--- src/hw/rtl/wfba_pkg.sv ---
`timescale 1ns / 1ps
// Package for the worst-fit block allocator.
// Command codes, register map, state type; no dependencies.
package wfba_pkg;

    localparam int CNT_W   = 5;
    localparam int ADDR_W  = 3;
    localparam int DATA_W  = 32;
    localparam int IN_IDX_W  = 4;
    localparam int IN_SIZE_W = 16;

    localparam logic CMD_LOAD  = 1'b0;
    localparam logic CMD_ALLOC = 1'b1;

    localparam logic REG_BLOCK_COUNT = 1'b0;

    localparam logic [CNT_W-1:0] BLOCK_COUNT_RESET = 5'd16;

    typedef enum logic {
        ST_IDLE,
        ST_SCAN
    } state_t;

endpackage

--- src/hw/rtl/wfba_cell.sv ---
`timescale 1ns / 1ps
// One cell of the allocator chain: holds one block's free size and
// refines the passing search packet. Depends on wfba_pkg.
module wfba_cell #(
    parameter int IDX_W      = 4,
    parameter int SIZE_WIDTH = 16,
    parameter int CELL_INDEX = 0
) (
    input  logic                           clk,
    input  logic                           rst_n,
    input  logic [wfba_pkg::CNT_W-1:0]     count,
    input  logic [SIZE_WIDTH-1:0]          job,
    input  logic                           wr_en,
    input  logic [IDX_W-1:0]               wr_idx,
    input  logic [SIZE_WIDTH-1:0]          wr_data,
    input  logic                           in_valid,
    input  logic [SIZE_WIDTH-1:0]          in_best,
    input  logic [IDX_W-1:0]               in_idx,
    output logic                           out_valid,
    output logic [SIZE_WIDTH-1:0]          out_best,
    output logic [IDX_W-1:0]               out_idx
);
    import wfba_pkg::*;

    logic [SIZE_WIDTH-1:0] free_reg;
    logic                  valid_reg;
    logic [SIZE_WIDTH-1:0] best_reg;
    logic [IDX_W-1:0]      idx_reg;
    logic                  active;
    logic                  take;

    assign active = (32'(CELL_INDEX) < 32'(count));
    assign take   = active && (free_reg >= job) && (free_reg > in_best);

    always_ff @(posedge clk or negedge rst_n)
    begin
        if (!rst_n)
        begin
            free_reg  <= '0;
            valid_reg <= 1'b0;
        end
        else
        begin
            if (wr_en && (wr_idx == IDX_W'(CELL_INDEX)))
            begin
                free_reg <= wr_data;
            end
            valid_reg <= in_valid;
        end
    end

    always_ff @(posedge clk)
    begin
        best_reg <= take ? free_reg : in_best;
        idx_reg  <= take ? IDX_W'(CELL_INDEX) : in_idx;
    end

    assign out_valid = valid_reg;
    assign out_best  = best_reg;
    assign out_idx   = idx_reg;

endmodule

--- src/hw/rtl/worst_fit_block_allocator.sv ---
`timescale 1ns / 1ps
// Worst-fit block allocator top level: request handshake, register port,
// cell chain and write-back. Depends on wfba_pkg and wfba_cell.
//
//  channel   | handshake              | payload
//  ----------+------------------------+------------------------------------
//  request   | start, busy            | command, load_index, size
//  result    | done (one-cycle pulse) | placed, chosen_block, free_before
//  register  | psel, penable, pwrite  | paddr, pwdata, prdata, pready
//
// A load writes the indexed free size and gives no result. An allocate holds
// busy while the search packet walks one cell a cycle down the chain; the
// result pulses in the cycle after the packet leaves the last cell.
// Reset clears every free size and sets block_count to 16; no clearing pass.
// Results cannot be stalled; a new request may be taken while done pulses.
module worst_fit_block_allocator #(
    parameter int MAX_BLOCKS = 16,
    parameter int SIZE_WIDTH = 16
) (
    input  logic                               clk,
    input  logic                               rst_n,
    input  logic                               start,
    output logic                               busy,
    input  logic                               command,
    input  logic [wfba_pkg::IN_IDX_W-1:0]      load_index,
    input  logic [wfba_pkg::IN_SIZE_W-1:0]     size,
    output logic                               done,
    output logic                               placed,
    output logic [wfba_pkg::IN_IDX_W-1:0]      chosen_block,
    output logic [wfba_pkg::IN_SIZE_W-1:0]     free_before,
    input  logic                               psel,
    input  logic                               penable,
    input  logic                               pwrite,
    input  logic [wfba_pkg::ADDR_W-1:0]        paddr,
    input  logic [wfba_pkg::DATA_W-1:0]        pwdata,
    output logic [wfba_pkg::DATA_W-1:0]        prdata,
    output logic                               pready
);
    import wfba_pkg::*;

    localparam int IDX_W = (MAX_BLOCKS > 1) ? $clog2(MAX_BLOCKS) : 1;

    state_t                state_reg, state_next;
    logic [CNT_W-1:0]      block_count_reg;
    logic [SIZE_WIDTH-1:0] job_reg;
    logic                  inj_reg;
    logic                  done_reg;
    logic                  placed_reg;
    logic [IN_IDX_W-1:0]   chosen_reg;
    logic [IN_SIZE_W-1:0]  free_before_reg;

    logic                  valid_chain [0:MAX_BLOCKS];
    logic [SIZE_WIDTH-1:0] best_chain  [0:MAX_BLOCKS];
    logic [IDX_W-1:0]      idx_chain   [0:MAX_BLOCKS];

    logic                  load_acc;
    logic                  alloc_acc;
    logic                  last_valid;
    logic [SIZE_WIDTH-1:0] last_best;
    logic [IDX_W-1:0]      last_idx;
    logic                  wb;
    logic                  wr_en;
    logic [IDX_W-1:0]      wr_idx;
    logic [SIZE_WIDTH-1:0] wr_data;
    logic                  cfg_wr;
    logic                  addr_hit;

    // register port
    assign pready   = 1'b1;
    assign addr_hit = (paddr[ADDR_W-1:2] == REG_BLOCK_COUNT);
    assign cfg_wr   = psel && penable && pwrite && pready && addr_hit;
    assign prdata   = addr_hit ? DATA_W'(block_count_reg) : '0;

    // request decode
    assign busy      = (state_reg == ST_SCAN);
    assign load_acc  = start && !busy && (command == CMD_LOAD);
    assign alloc_acc = start && !busy && (command == CMD_ALLOC);

    // chain
    assign valid_chain[0] = inj_reg;
    assign best_chain[0]  = '0;
    assign idx_chain[0]   = '0;

    assign last_valid = valid_chain[MAX_BLOCKS];
    assign last_best  = best_chain[MAX_BLOCKS];
    assign last_idx   = idx_chain[MAX_BLOCKS];

    assign wb      = last_valid && (last_best != '0);
    assign wr_en   = wb || (load_acc && (32'(load_index) < 32'(MAX_BLOCKS)));
    assign wr_idx  = wb ? last_idx : IDX_W'(load_index);
    assign wr_data = wb ? (last_best - job_reg) : SIZE_WIDTH'(size);

    genvar g;
    generate
        for (g = 0; g < MAX_BLOCKS; g++)
        begin : g_cell
            wfba_cell #(
                .IDX_W      (IDX_W),
                .SIZE_WIDTH (SIZE_WIDTH),
                .CELL_INDEX (g)
            ) u_cell (
                .clk       (clk),
                .rst_n     (rst_n),
                .count     (block_count_reg),
                .job       (job_reg),
                .wr_en     (wr_en),
                .wr_idx    (wr_idx),
                .wr_data   (wr_data),
                .in_valid  (valid_chain[g]),
                .in_best   (best_chain[g]),
                .in_idx    (idx_chain[g]),
                .out_valid (valid_chain[g+1]),
                .out_best  (best_chain[g+1]),
                .out_idx   (idx_chain[g+1])
            );
        end
    endgenerate

    // control
    always_comb
    begin
        state_next = state_reg;
        case (state_reg)
            ST_IDLE:
            begin
                if (alloc_acc)
                begin
                    state_next = ST_SCAN;
                end
            end
            ST_SCAN:
            begin
                if (last_valid)
                begin
                    state_next = ST_IDLE;
                end
            end
            default:
            begin
                state_next = ST_IDLE;
            end
        endcase
    end

    always_ff @(posedge clk or negedge rst_n)
    begin
        if (!rst_n)
        begin
            state_reg       <= ST_IDLE;
            block_count_reg <= BLOCK_COUNT_RESET;
            inj_reg         <= 1'b0;
            done_reg        <= 1'b0;
        end
        else
        begin
            state_reg <= state_next;
            inj_reg   <= alloc_acc;
            done_reg  <= last_valid;
            if (cfg_wr)
            begin
                block_count_reg <= pwdata[CNT_W-1:0];
            end
        end
    end

    always_ff @(posedge clk)
    begin
        if (alloc_acc)
        begin
            job_reg <= SIZE_WIDTH'(size);
        end
        if (last_valid)
        begin
            placed_reg      <= (last_best != '0);
            chosen_reg      <= IN_IDX_W'(last_idx);
            free_before_reg <= IN_SIZE_W'(last_best);
        end
    end

    assign done         = done_reg;
    assign placed       = placed_reg;
    assign chosen_block = chosen_reg;
    assign free_before  = free_before_reg;

endmodule

--- config.mk ---
export PLATFORM = sky130hd
export DESIGN_NAME = worst_fit_block_allocator
export DESIGN_NICKNAME = d
export VERILOG_FILES = /design/src/hw/rtl/wfba_pkg.sv /design/src/hw/rtl/wfba_cell.sv /design/src/hw/rtl/worst_fit_block_allocator.sv
export SDC_FILE = /design/constraint.sdc
export NUM_CORES = 2
export LEC_CHECK = 0
export BUFFER_PORTS_ARGS = -buffer_cell sky130_fd_sc_hd__buf_2
export CAP_MARGIN = 15
export CORE_ASPECT_RATIO = 1.1
export CORE_MARGIN = 2
export CORE_UTILIZATION = 30
export DETAILED_ROUTE_END_ITERATION = 16
export PLACE_DENSITY = 0.51
export SLEW_MARGIN = 20
export SYNTH_ARGS = -nofsm -noshare
export SYNTH_HDL_FRONTEND = slang
export SYNTH_SLANG_ARGS = --single-unit
--- constraint.sdc ---
create_clock -name clk -period 3.1 [get_ports clk]
set_input_delay 0.62 -clock clk [delete_from_list [all_inputs] [get_ports clk]]
set_output_delay 0.62 -clock clk [all_outputs]
set_load 0.02 [all_outputs]
# Word level (Yosys, flattened, before mapping)
# Index checks and enable logic that the tools add are counted.
# word_totals
register_bits	622
in_bits	62
output_inout_bits	56
# classes
add_sub_neg	1
n_lt_le_gt_ge	48
n_eq_ne	15
mux	21
bitwise_logic	3
reduce_logical	59
# op_table
operator	count
16-bit >= comparator	16
16-bit two-way mux	16
16-bit greater-than comparator	15
1-bit logical AND	55
4-bit by 5-bit less-than comparator with 1-bit output (first input constant)	8
4-bit == test (second input constant)	8
3-bit by 5-bit less-than comparator with 1-bit output (first input constant)	4
4-bit by 3-bit == test with 1-bit output (second input constant)	4
16-bit by 1-bit greater-than comparator with 1-bit output (second input constant)	1
16-bit nonzero test	1
16-bit subtractor	1
1-bit by 5-bit less-than comparator with 1-bit output (first input constant)	2
2-bit by 5-bit less-than comparator with 1-bit output (first input constant)	2
4-bit by 2-bit == test with 1-bit output (second input constant)	2
5-bit two-way mux	1
4-bit by 1-bit == test with 1-bit output (second input constant)	1
4-bit logical NOT	1
4-bit two-way mux	1
1-bit inverter	3
1-bit two-way mux	2
1-bit one-hot mux with 2 select lines	1
1-bit logical NOT	1
1-bit logical OR	1

# Longest topological paths before layout
# depth
ltp_word	5
ltp_mapped	12

# Cells and area by module
# A second synthesis with hierarchy kept.
# unflattened
hier_cells	3577
area_unflattened_um2	38127.8
# modules_own_cells
mod	instances	cells_each	area_each_um2	seq_area_each_um2
worst_fit_block_allocator	1	269	2756.4	1312.5
wfba_cell (g_cell[3].u_cell)	1	263	2690.1	825.8
wfba_cell (g_cell[1].u_cell)	1	282	2601.2	825.8
wfba_cell (g_cell[5].u_cell)	1	284	2572.5	825.8
wfba_cell (g_cell[4].u_cell)	1	189	2135.8	825.8
wfba_cell (g_cell[6].u_cell)	1	191	2134.5	825.8
wfba_cell (g_cell[9].u_cell)	1	188	2130.8	825.8
wfba_cell (g_cell[8].u_cell)	1	190	2128.3	825.8
wfba_cell (g_cell[10].u_cell)	1	190	2124.5	825.8
wfba_cell (g_cell[14].u_cell)	1	189	2122.0	825.8
wfba_cell (g_cell[0].u_cell)	1	196	2120.8	825.8
wfba_cell (g_cell[2].u_cell)	1	195	2120.8	825.8
wfba_cell (g_cell[7].u_cell)	1	188	2115.8	825.8
wfba_cell (g_cell[12].u_cell)	1	193	2104.5	825.8
3 more rows	-	-	-	-

# Worst setup path after synthesis
# OpenSTA, ideal clock, no wires.
# synth_path
path_kind	reg2reg
start	reg job_reg[0]
end	reg g_cell[15].u_cell.free_reg[14]
arrival_ns	2.762
required_ns	2.967
path_slack_ns	0.205
stages_incl_launch_ff	12
path_buffers	1
period_less_slack_ns	2.895
cell_sequence	edfxtp_1 > ha_1 > inv_1 > fa_1 > a21oi_1 > o211ai_1 > a21oi_1 > nor2_1 > nor4b_2 > a2111oi_4 > buf_2 > a21oi_1
# synth_via
elab_chain_len	2
# synth_lines
element	line_no	text
from (decl)	worst_fit_block_allocator.sv:45	logic [SIZE_WIDTH-1:0] job_reg;
from (signal assigned)	worst_fit_block_allocator.sv:170	job_reg <= SIZE_WIDTH'(size);
16-bit subtractor	worst_fit_block_allocator.sv:91	assign wr_data = wb ? (last_best - job_reg) : SIZE_WIDTH'(size);
16-bit two-way mux	worst_fit_block_allocator.sv:91	
to (signal assigned)	wfba_cell.sv:46	free_reg <= wr_data;
to (decl)	wfba_cell.sv:25	logic [SIZE_WIDTH-1:0] free_reg;
# Every way passes these cells.
# A chain may end at the register's enable or synchronous reset.

# Worst setup path in the final report
# layout_path
start	reg g_cell[15].u_cell.best_reg[10]
end	reg g_cell[4].u_cell.free_reg[14]
# layout_via
elab_chain_len	5
elab_cells_between_ends	8
classes_between	add/sub (1); eq/ne (1); mux (2); reduce/logical (4)
# layout_lines
element	line_no	text
from (decl)	wfba_cell.sv:27	logic [SIZE_WIDTH-1:0] best_reg;
from (signal assigned)	wfba_cell.sv:54	best_reg <= take ? free_reg : in_best;
parallel branches: the longest is 5 deep, another holds 16-bit subtractor	-	
to (signal assigned)	wfba_cell.sv:46	
to (decl)	wfba_cell.sv:25	
# Several ways; the timed one is not identified.

==> run summary <==
final RePlAce weighted congestion: 0.842
top post-synthesis cells by area: dfrtp_1 21%, ha_1 19%, dfxtp_1 18%, mux2_2 7.2%, a21oi_1 6.3%
Reg clk slew, reported paths: 0.06 ns
proportion of register bits with asynchronous set or reset after synthesis: 0.450
clock tree root buffer cell: clkbuf_16
worst setup skew after layout: 0.0488 ns
Initial Utilization: 0.303
Placed Cells incl. Taps: 4843
most instantiated flip-flop cell in the synthesis netlist: dfxtp_1
total power divided by cell area: 514 nW/um2
count of max-cap constraint violations: 0
P&R area growth vs syn: 17.5%
worst relative slew slack: 0.485
count of clock tree sinks: 622
Final Net Count: 4001
final period demand of the worst path: 2.93 ns
DRC marker count from the first detailed-route iteration: 1475
die outline width: 323 um
endpoints failing setup: 0
total grt overflow: 0
area share of the largest cell type after synthesis: 0.208
port bufs: 60
number of different library cells in the post-synthesis netlist: 65
antenna violations before repair: 1
number of global-route vias before repair: 23600
number of placement rows: 128
first-pass GRT wire length: 151000 um
DIE HEIGHT: 354 um
average routed wire per standard cell: 20.2 um
crit path max fanout: 31
static leakage: 18.1 nW
detailed-placement wirelength estimate: 72200 um
combined area of all synthesized cells: 33500 um2
number of flops mapped to enable cells by yosys: 37
register area share after synthesis: 0.425
via count normalized by instance count: 4.81
number of standard cells after synthesis: 3264
DRC viols: 0
vias: 24000
Final Cycle Share: 0.945
pin count of the biggest net entering global routing: 67
setup repair after global routing missed its margin: false
worst ir drop on vdd: 0.371 mV
R2R setup slack: 0.17 ns
worst setup path category: flop to flop
sum of negative setup slack: 0 ns
Max clock buf depth: 3
synthesis-stage register bit count: 622
top-level I/O count: 118
Slew @ Worst Pin: 0.772 ns
max-slew violations: 0
Max H-tree Level: 3
data required time of the critical path: 3.65 ns
Total Die Area: 114000 um2
number of nets with antenna violations after detailed routing: 0
worst skew pair latency: 0.67 ns
cell type with the largest total area after synthesis: dfrtp_1
Pre-antenna DRT Iters: 5
YS warnings: 0
number of failing hold endpoints at the final stage: 0
layout cells sized above 1: 0.177
data arrival time at the worst-slack endpoint: 3.48 ns
startpoint class of the critical path: flop
maximum clock rate: 341 MHz
Inserted Clock Buffers: 76
class of the tightest hold or removal check: input pin to flop
synthesized area per cell: 10.3 um2
Global Route Usage Sum: 0.177
clock tree from TritonCTS: done
type of element capturing the critical path: flop
outcome: finished, final reports clean
post-layout instance count excluding filler cells: 4988
Placeable Area: 111000 um2
Post-CTS Repair Setup Buffers: 0
detailed-route wire length: 101000 um
-- stage by stage --
stage	instance area [um2]	hold slack, ns	setup WS [ns]	util	power (mW)
2_1_floorplan	33600	0.324	0.205	-	10.1
3_3_place_gp	36700	0.335	0.0115	0.331	11.0
3_5_place_dp	36700	0.335	0.0124	0.331	11.0
4_1_cts	39300	0.127	0.140	0.355	20.5
5_1_grt	39400	0.144	0.00334	0.356	21.0
6_report	39400	0.171	0.171	0.356	20.2
-- cell type report --
type | instances | area, um2
fillers | 11000 | 71300
repair buffers | 197 | 1790
well taps | 1495 | 1870
diodes | 3 | 7.51
inverters | 289 | 1090
flip-flops and latches | 622 | 14200
clock inverters | 38 | 474
clock buffers | 103 | 2190
multi-input cells | 2241 | 17700
-- layout by cell type (no fill, tap or decap), types with 7 or more instances in the layout --
cell,count
o31ai_4,11
buf_2,59
clkbuf_1,12
or2_2,20
a2111oi_0,11
nor2b_1,48
a21oi_1,415
nor4_1,10
inv_1,288
a211oi_1,24
clkbuf_16,79
o211ai_1,19
nor3_1,14
o311a_1,7
mux2_4,15
or3_1,7
nand2_1,87
o21ai_0,63
a31oi_1,24
buf_12,36
dfxtp_1,305
a21o_1,110
o21bai_1,7
mux2_2,215
dfrtp_1,279
conb_1,28
clkinvlp_4,7
a21oi_2,7
nor2_1,300
clkbuf_8,12
nand2b_1,37
nand4_1,93
mux2i_1,31
nand3_1,33
a211o_1,9
clkinv_2,15
buf_4,100
ha_1,510
edfxtp_1,37
-- Yosys cell counts (65+ instances only) --
cell type / instances
a21o_1: 110
a21oi_1: 421
buf_2: 73
dfrtp_1: 279
dfxtp_1: 305
ha_1: 511
inv_1: 289
mux2_2: 215
nand2_1: 87
nand4_1: 93
nor2_1: 300
o21ai_0: 65
-- critical path, cell delays in order (launching register included) --
cell     delay (ns)
dfxtp_1        0.39
nor4_2         0.44
nand4_1        0.29
and2_2         0.43
buf_4          0.30
o41ai_4        0.32
buf_4          0.39
nor2_1         0.07
a21oi_1        0.13
-- per-layer routing --
layer  routed length [um]  up-vias  global-route usage  part of all wire
li1                     -    11900                   -                 -
met1                47100    11500               0.240              0.47
met2                47000      440               0.290              0.47
met3                 3380      140              0.0209             0.034
met4                 3290        0              0.0605             0.033
met5                    0        -                   0                 0
-- power breakdown --
part | internal (mW) | switching, mW
clock | 5.54 | 3.81
combinational | 0.870 | 1.21
sequential | 8.48 | 0.332
total | 14.9 | 5.35
-- path summary, 6_finish.rpt --
| check | from | endpoint | cells after the start |
|---|---|---|---|
| max | g_cell[15].u_cell.out_best[10] | g_cell[4].u_cell.free_reg[14] | 8 |
| min | size[3] | job_reg[3] | 1 |
| max reg2reg | g_cell[15].u_cell.out_best[10] | g_cell[4].u_cell.free_reg[14] | 8 |
| min reg2reg | g_cell[12].u_cell.out_valid | g_cell[13].u_cell.out_valid | 0 |
| max in group asynchronous | rst_n | g_cell[5].u_cell.free_reg[10] | 4 |
| min in group asynchronous | rst_n | g_cell[10].u_cell.free_reg[11] | 2 |
-- cell families after synthesis --
kind of cell,Yosys count,share of synthesized area
xor gates and xnor gates,10,0.00262
buffers and inverters,427,0.0552
DFF,622,0.425
AOI/OAI and AO/OA,748,0.138
other,2,0.000224
adders and majority gates,512,0.192
and+or+nand+nor,675,0.0966
muxes,268,0.0909
-- what timing repair did --
item,in CTS,in global routing
resized for setup,1,6
hold endpoints to repair,26,0
hold buffers,1,0
pin swaps,0,1
endpoints found under the setup margin,11,24
(Power assumes the default switching activity.)
